==> src/hdl/ptlr_pkg.sv <==
`timescale 1ns / 1ps
// ----------------------------------------------------------------------------
// ptlr_pkg: shared types and codes for the page translation block
// Beat structs, command and status codes, controller command/status bundles.
// ----------------------------------------------------------------------------
package ptlr_pkg;

	localparam logic [1:0] CMD_READ  = 2'd0;
	localparam logic [1:0] CMD_WRITE = 2'd1;
	localparam logic [1:0] CMD_EXEC  = 2'd2;
	localparam logic [1:0] CMD_LOAD  = 2'd3;

	localparam logic [2:0] ST_OK      = 3'd0;
	localparam logic [2:0] ST_BOUNDS  = 3'd1;
	localparam logic [2:0] ST_OWNER   = 3'd2;
	localparam logic [2:0] ST_DENY_RD = 3'd3;

	typedef struct packed {
		logic [1:0]  cmd;
		logic [1:0]  process_id;
		logic [2:0]  table_index;
		logic [15:0] virt_addr;
		logic [2:0]  protection;
	} req_t;

	typedef struct packed {
		logic [2:0] status;
		logic [6:0] phys_addr;
		logic       page_fault;
		logic [9:0] fill_aux_addr;
		logic       evicted;
		logic       writeback;
		logic [9:0] evict_aux_addr;
	} rsp_t;

	typedef enum logic [7:0] {
		S_IDLE   = 8'b0000_0001,
		S_LOOKUP = 8'b0000_0010,
		S_CHECK  = 8'b0000_0100,
		S_FSCAN  = 8'b0000_1000,
		S_ESCAN  = 8'b0001_0000,
		S_EVICT  = 8'b0010_0000,
		S_FINISH = 8'b0100_0000,
		S_OUT    = 8'b1000_0000
	} state_t;

	// controller to datapath
	typedef struct packed {
		logic capture;   // latch request
		logic lookup;    // read entry at request index
		logic finish;    // update entry, build result
		logic scan_clr;  // reset scan counter and flags
		logic fscan;     // step frame scan
		logic escan;     // step entry scan
		logic evict;     // read victim entry
		logic use_free;  // fault took a free frame
	} ctl_t;

	// datapath to controller
	typedef struct packed {
		logic oob;
		logic is_load;
		logic not_owner;
		logic resident;
		logic fscan_hit;
		logic fscan_done;
		logic escan_done;
	} sts_t;

endpackage

==> src/hdl/ptlr_ctrl.sv <==
`timescale 1ns / 1ps
// ----------------------------------------------------------------------------
// ptlr_ctrl: sequencer for lookup, frame scan, victim scan and update
// One-hot state machine issuing datapath commands and owning the handshakes.
// ----------------------------------------------------------------------------
module ptlr_ctrl (
	input  logic              clk,
	input  logic              arst_n,
	input  logic              in_valid,
	output logic              in_stall,
	output logic              out_valid,
	input  logic              out_stall,
	input  ptlr_pkg::sts_t    sts,
	output ptlr_pkg::ctl_t    ctl
);
	ptlr_pkg::state_t state_q, state_d;
	logic             use_free_q, use_free_d;

	assign in_stall  = (state_q != ptlr_pkg::S_IDLE);
	assign out_valid = (state_q == ptlr_pkg::S_OUT);

	always_comb begin
		state_d    = state_q;
		use_free_d = use_free_q;
		ctl        = '0;
		ctl.use_free = use_free_q;
		unique case (state_q)
			ptlr_pkg::S_IDLE: begin
				if (in_valid) begin
					ctl.capture = 1'b1;
					state_d     = ptlr_pkg::S_LOOKUP;
				end
			end
			ptlr_pkg::S_LOOKUP: begin
				ctl.lookup = 1'b1;
				state_d    = ptlr_pkg::S_CHECK;
			end
			ptlr_pkg::S_CHECK: begin
				ctl.scan_clr = 1'b1;
				use_free_d   = 1'b0;
				if (sts.oob || sts.is_load || sts.not_owner || sts.resident)
					state_d = ptlr_pkg::S_FINISH;
				else
					state_d = ptlr_pkg::S_FSCAN;
			end
			ptlr_pkg::S_FSCAN: begin
				ctl.fscan = 1'b1;
				if (sts.fscan_hit) begin
					use_free_d = 1'b1;
					state_d    = ptlr_pkg::S_FINISH;
				end else if (sts.fscan_done) begin
					ctl.scan_clr = 1'b1;
					state_d      = ptlr_pkg::S_ESCAN;
				end
			end
			ptlr_pkg::S_ESCAN: begin
				ctl.escan = 1'b1;
				if (sts.escan_done) state_d = ptlr_pkg::S_EVICT;
			end
			ptlr_pkg::S_EVICT: begin
				ctl.evict = 1'b1;
				state_d   = ptlr_pkg::S_FINISH;
			end
			ptlr_pkg::S_FINISH: begin
				ctl.finish = 1'b1;
				state_d    = ptlr_pkg::S_OUT;
			end
			ptlr_pkg::S_OUT: begin
				if (!out_stall) state_d = ptlr_pkg::S_IDLE;
			end
			default: state_d = ptlr_pkg::S_IDLE;
		endcase
	end

	always_ff @(posedge clk or negedge arst_n) begin
		if (!arst_n) begin
			state_q    <= ptlr_pkg::S_IDLE;
			use_free_q <= 1'b0;
		end else begin
			state_q    <= state_d;
			use_free_q <= use_free_d;
		end
	end
endmodule

==> config.mk <==
export PLATFORM = sky130hd
export DESIGN_NAME = ptlr_ctrl
export DESIGN_NICKNAME = d
export VERILOG_FILES = /design/src/hdl/ptlr_pkg.sv /design/src/hdl/ptlr_ctrl.sv
export SDC_FILE = /design/constraint.sdc
export NUM_CORES = 1
export LEC_CHECK = 0
export ABC_AREA = 0
export BUFFER_PORTS_ARGS = -buffer_cell sky130_fd_sc_hd__buf_2
export CORE_AREA = 2 2 41 43
export DETAILED_ROUTE_END_ITERATION = 8
export DIE_AREA = 0 0 43 45
export PLACE_DENSITY = 0.69
export SLEW_MARGIN = 20
export SYNTH_ARGS = -nofsm -noshare
export SYNTH_HDL_FRONTEND = slang
export SYNTH_SLANG_ARGS = --single-unit
==> constraint.sdc <==
create_clock -name clk -period 1.6 [get_ports clk]
set_clock_uncertainty 0.2 [all_clocks]
set_input_delay 0.08 -clock clk [delete_from_list [all_inputs] [get_ports clk]]
set_output_delay 0.08 -clock clk [all_outputs]
set_load 0.02 [all_outputs]
==> flow_summary_export.csv, run 1 <==
group,metric,value,unit
outcome,status,"finished with violations",
pwr,switching_share,40.4,%
detailed_routing,antenna_left,0,
die,start_util,41.2,%
timing,slew_viol_final,0,
logic_synthesis,synth.cell_area,606,um2
clock_network,cts.sink_count,9,
clock_network,clk_latency,270,ps
final_layout,syn_to_final_growth,98.6,%
flow_run,maxCapViolations,0,
grt,antenna_found_initial,0,
timing,hold_viol,0,
clock_network,cts_buffers,3,
detailed_routing,wl,2.17,mm
die,ios,21,
logic_synthesis,yosys_warnings,0,
pwr,cell_internal_pwr,1.01,mW
timing,whs,90.8,ps
final_layout,fin_area,1200,um2
die,die_area,1940,um2
timing,rsz0062_at_grt,"yes",
logic_synthesis,seq_area_frac_synth,37.4,%
timing,tightest_slew,439,ps
pwr,p_leak,0.568,nW
final_layout,diodes,0,
worst_setup_path,cp.arrival,1550,ps
grt,grt_overflow,0,
pwr,total_power,1.69,mW
grt,grt_pass1_vias,697,
grt,grt_max_degree,9,
worst_setup_path,cp_data_required_time,1320,ps
clock_network,clockBufferDepth,2,
logic_synthesis,synthTopCellsByArea,"dfrtp_1 33%, nor3b_1 6.2%, nor2_1 5.0%, dfstp_2 4.3%, nor2b_1 4.1%",
logic_synthesis,ys_ff_latch,9,
pwr,p_comb_share,68.8,%
clock_network,path_clk_slew,60,ps
detailed_routing,wl_per_cell,15.7,um
die,core_area,1470,um2
detailed_routing,drc,0,
detailed_routing,viasPerCell,5.49,
worst_setup_path,cp_max_fo,4,
logic_synthesis,synth_cell_type_count,32,
timing,max_freq,0.547,GHz
die,die_h,45,um
placement,gp_congestion,0.802,
logic_synthesis,synth_top_area_cell,"dfrtp_1",
clock_network,cts_root_buffer,"clkbuf_4",
pwr,pwr_density_cell,1400,nW/um2
pwr,vdd_drop_max,1.02,mV
pwr,p_sw,0.682,mW
worst_setup_path,start_kind,"flip-flop",
final_layout,multi_input_area,458,um2
pwr,pwr-share-seq,20.3,%
worst_setup_path,path_class,"flip-flop to output pin",
placement,post-dp-hpwl,1.20,mm
timing,finalCritPeriodShare,114,%
final_layout,nNetsFinal,134,
die,num_rows,14,
timing,maxSlewHeadroom,70.4,%
logic_synthesis,synthesis.nets,78,
grt,grt_usage,21.2,%
detailed_routing,drt_iter0_drc,16,
logic_synthesis,synth.top_cell.area_share,33.1,%
placement,place_ws,-87.0,ps
logic_synthesis,syn_inst,67,
detailed_routing,firstDrtPassIters,4,
outcome,violations,"negative setup slack",
worst_setup_path,r2r_setup_slack,-190,ps
timing,setup_violations,15,
timing,layout_min_cycle_time,1830,ps
final_layout,layout_commonest_cell,"buf_4",
timing,setup_ws,-229,ps
die,die_x,43,um
final_layout,nFillCells,95,
min_path,hold_path_class,"primary input to flip-flop",
placement,place_area,796,um2
placement,port-buffer-count,20,
worst_setup_path,end_kind,"output pin",
pwr,p_clk_share,10.9,%
logic_synthesis,syn_area_per_cell,9.04,um2
timing,setup_tns,-2280,ps
final_layout,register_area,231,um2
clock_network,cts-htree-levels,1,
detailed_routing,vias,758,
final_layout,drive_gt1_share,64.8,%
grt,grt_pass1_wl,3.02,mm
clock_network,cts_tree,"yes",
final_layout,final_cell_mix,"22 x buf_4, 12 x buf_2, 11 x buf_6",
## routing by layer
layer / vias up / routed length (um) / GRT usage, %
met4: 0 / 0 / 10.3
met1: 380 / 968 / 25.6
li1: 356 / - / -
met5: - / 0 / 0
met3: 0 / 79 / 4.00
met2: 22 / 1120 / 36.7
## path summary, 6_finish.rpt
kind	from	to	depth (start not counted)
max	state_q[0]$_DFFE_PN1P_	ctl[7]	4
min	sts[2]	state_q[6]$_DFFE_PN0P_	4
max reg2reg	state_q[5]$_DFFE_PN0P_	use_free_q$_DFFE_PN0P_	8
min reg2reg	use_free_q$_DFFE_PN0P_	use_free_q$_DFFE_PN0P_	2
max in group asynchronous	arst_n	state_q[1]$_DFFE_PN0P_	3
min in group asynchronous	arst_n	state_q[0]$_DFFE_PN1P_	2
## kinds of logic after synthesis
family / Yosys count / share of synthesized area (%)
buffers and inverters: 7 / 6.82
DFF: 9 / 37.4
and+or+nand+nor: 35 / 36.4
AOI/OAI and AO/OA: 15 / 18.0
xor gates and xnor gates: 1 / 1.45
## sequential cells by signal (all words and copies together) (netlist names)
register and count:
state_q 8, use_free_q 1
## power groups by stage
stage	registers, mW	clock network [mW]	logic (mW)
3_5_place_dp	0.342	0	0.603
6_report	0.343	0.183	1.16
5_1_grt	0.346	0.196	1.22
3_3_place_gp	0.337	0	0.594
4_1_cts	0.339	0.185	0.922
2_1_floorplan	0.331	0	0.400
## cells in the mapped netlist
library cell,n
a21o_1,1
a21oi_1,2
a221o_1,1
a22oi_1,1
a31oi_1,2
buf_4,2
buf_6,1
clkinv_1,1
dfrtp_1,8
dfstp_2,1
inv_1,3
nand2_1,3
nand2b_1,2
nand3_1,4
nand3_2,1
nand4_1,1
nor2_1,8
nor2_2,1
nor2_4,2
nor2b_1,4
nor3b_1,5
nor4_1,1
nor4_2,1
nor4b_1,1
o211a_1,1
o21a_1,1
o21ai_1,2
o22ai_1,2
o22ai_2,1
o32ai_1,1
or3b_4,1
xor2_1,1
## final cells by class
class | instances | share of cell area [%]
sequential | 9 | 19.3
multi-input combinational | 51 | 38.1
clock buffer | 4 | 2.19
inverter | 4 | 1.46
tap | 16 | 1.66
timing repair buffer | 54 | 37.4
## critical path, cell delays in order (launching register included)
cell,delay [ps]
dfstp_2,620
nor2b_4,190
nand4_1,190
nor2_2,140
buf_4,150
## what timing repair did
item,in CTS,in global routing
resized for setup,27,20
hold buffers,8,0
endpoints found under the setup margin,12,15
pin swaps,15,6
endpoints found under the hold margin,16,0
setup buffers,9,6
## per-stage QoR
| stage | std cells | utilization (%) |
|---|---|---|
| 2_1_floorplan | 67 | - |
| 3_3_place_gp | 111 | 54.1 |
| 3_5_place_dp | 111 | 54.1 |
| 4_1_cts | 132 | 73.1 |
| 5_1_grt | 138 | 81.7 |
| 6_report | 138 | 81.7 |
Power figures use the tool's default switching activity.
==> run 2, diff against run 1 <==
CELL_PAD_IN_SITES_DETAIL_PLACEMENT = 1   (was default)
CELL_PAD_IN_SITES_GLOBAL_PLACEMENT = 1   (was default)
CORE_AREA = 2 2 55 44   (was 2 2 41 43)
DIE_AREA = 0 0 57 46   (was 0 0 43 45)
PLACE_DENSITY = 0.68   (was 0.69)
==> run 2 against run 1 <==
Compared with the run above:
- setup slack better by 16 ps
- final cell count is 5.8% higher
- cell area is 0.52% lower
- non-clock buffer count is 1 lower
- fmax is 0.91% higher
- first-iteration DRC count is 25% higher
- the flow still finishes with violations (negative setup slack)
- sequential power is 2% lower
- combinational power hardly changed
- wire length is 13% higher
- largest power group unchanged
- via count is 3.8% lower
==> flow_summary_export.csv, run 2 (synthesis results as in run 1) <==
group,metric,value,unit
detailed_routing,wl,2.44,mm
detailed_routing,viasPerCell,4.99,
worst_setup_path,crit_chain,"nor2_2 > nand3_2 > or3b_4 > inv_2 > buf_6",
timing,max_freq,0.552,GHz
worst_setup_path,cp-startpoint,"state_q[7]$_DFFE_PN0P_",
die,die_area,2620,um2
timing,hold_viol,0,
timing,setup_violations,15,
worst_setup_path,path_class,"flip-flop to output pin",
die,start_util,28.3,%
timing,tightest_slew,383,ps
die,core_area,2140,um2
detailed_routing,firstDrtPassIters,4,
final_layout,postLayoutCoreUtil,55.9,%
final_layout,drive_gt1_share,68.6,%
final_layout,syn_to_final_growth,97.5,%
timing,slew_viol_final,0,
clock_network,cts-htree-levels,1,
min_path,hold_path_class,"primary input to asynchronous set/reset pin",
worst_setup_path,slowest_stage,"or3b_4",
die,die_h,46,um
placement,post-dp-hpwl,1.43,mm
final_layout,top_regs,"state_q x8, use_free_q x1",
placement,place_area,815,um2
final_layout,layout_commonest_cell,"buf_4",
worst_setup_path,start_kind,"flip-flop",
final_layout,largest_register_ffs,8,
clock_network,cts_tree,"yes",
pwr,p_leak,0.558,nW
pwr,pwr_density_cell,1400,nW/um2
worst_setup_path,max_stage_delay,420,ps
outcome,status,"finished with violations",
grt,grt_usage,19.0,%
placement,port-buffer-count,20,
grt,grt_max_degree,10,
flow_run,maxCapViolations,0,
detailed_routing,drt_iter0_drc,20,
clock_network,cts_buffers,3,
clock_network,cts.sink_count,9,
worst_setup_path,cp_data_required_time,1320,ps
worst_setup_path,cp_max_fo,2,
detailed_routing,antenna_left,0,
clock_network,path_clk_slew,70,ps
timing,finalCritPeriodShare,113,%
worst_setup_path,reg2reg_from,"state_q[7]$_DFFE_PN0P_",
detailed_routing,wl_per_cell,16.7,um
clock_network,clk_latency,270,ps
timing,setup_ws,-212,ps
final_layout,top_register,"state_q",
final_layout,nNetsFinal,133,
die,num_rows,15,
die,die_x,57,um
timing,layout_min_cycle_time,1810,ps
worst_setup_path,cp.arrival,1530,ps
timing,maxSlewHeadroom,74.2,%
placement,gp_congestion,0.737,
die,ios,21,
grt,grt_overflow,0,
grt,grt_pass1_vias,733,
outcome,violations,"negative setup slack",
final_layout,fin_area,1200,um2
clock_network,clockBufferDepth,2,
timing,rsz0062_at_grt,"yes",
grt,grt_pass1_wl,3.65,mm
worst_setup_path,end_kind,"output pin",
detailed_routing,drc,0,
detailed_routing,vias,729,
final_layout,diodes,0,
final_layout,final_cell_mix,"24 x buf_4, 12 x buf_2, 11 x buf_6",
pwr,vdd_drop_max,1.01,mV
clock_network,cts_root_buffer,"clkbuf_4",
grt,antenna_found_initial,0,
-- run 2: cell type report --
| type | instances | area, um2 |
|---|---|---|
| clock buffer | 4 | 26.3 |
| sequential | 9 | 231 |
| inverter | 4 | 20.0 |
| tap | 25 | 31.3 |
| fill | 247 | 943 |
| timing repair buffer | 53 | 424 |
| multi-input combinational | 51 | 463 |
-- run 2: worst max-delay path, delay by kind of cell (launching register included) --
family                 cells  cell delay [ps]
buffers and inverters      2              180
and+or+nand+nor            3              690
DFF                        1              400
-- run 2: metal layers --
| metal | up-vias | wire [um] | global-route usage, % | part of all wire (%) |
|---|---|---|---|---|
| met1 | 363 | 1040 | 22.8 | 43 |
| met5 | - | 0 | 0 | 0 |
| met4 | 0 | 0 | 2.79 | 0 |
| li1 | 350 | - | - | - |
| met3 | 0 | 119 | 6.53 | 4.9 |
| met2 | 16 | 1280 | 34.0 | 52 |
-- run 2: final timing paths --
path | slack, ps | cells past startpoint | to
worst max-delay path | -210 | 5 | ctl[2]
worst min-delay path | 5 | 2 | state_q[5]$_DFFE_PN0P_
worst max register to register | -160 | 6 | state_q[0]$_DFFE_PN1P_
worst min register to register | 350 | 2 | use_free_q$_DFFE_PN0P_
max in group asynchronous | 940 | 2 | state_q[0]$_DFFE_PN1P_
min in group clk | 30 | 4 | state_q[3]$_DFFE_PN0P_
-- run 2: through the flow --
stage	hold WS (ps)	power, mW	TNS (ps)	std cells	setup slack [ps]
4_1_cts	7.23	1.50	-1700	143	-197
3_3_place_gp	-254	0.951	-60.9	121	-19.1
2_1_floorplan	-416	0.732	-117	67	-65.0
5_1_grt	18.0	1.76	-2610	146	-280
3_5_place_dp	-243	0.966	-226	121	-68.9
6_report	5.17	1.68	-1820	146	-212
-- run 2: what timing repair did --
| item | 4_1_cts | 5_1_grt |
|---|---|---|
| pin swaps | 15 | 5 |
| gates cloned | 0 | 0 |
| endpoints found under the hold margin | 16 | 0 |
| hold buffers | 6 | 0 |
| setup endpoints to repair | 13 | 15 |
| resized for setup | 32 | 17 |
| setup buffers | 12 | 4 |
-- run 2: power breakdown --
part / switching (mW) / total, mW / leakage (nW) / internal [mW]
sequential: 0.0564 / 0.336 / 0.110 / 0.280
combinational: 0.542 / 1.15 / 0.434 / 0.609
clock: 0.0936 / 0.190 / 0.0150 / 0.0967
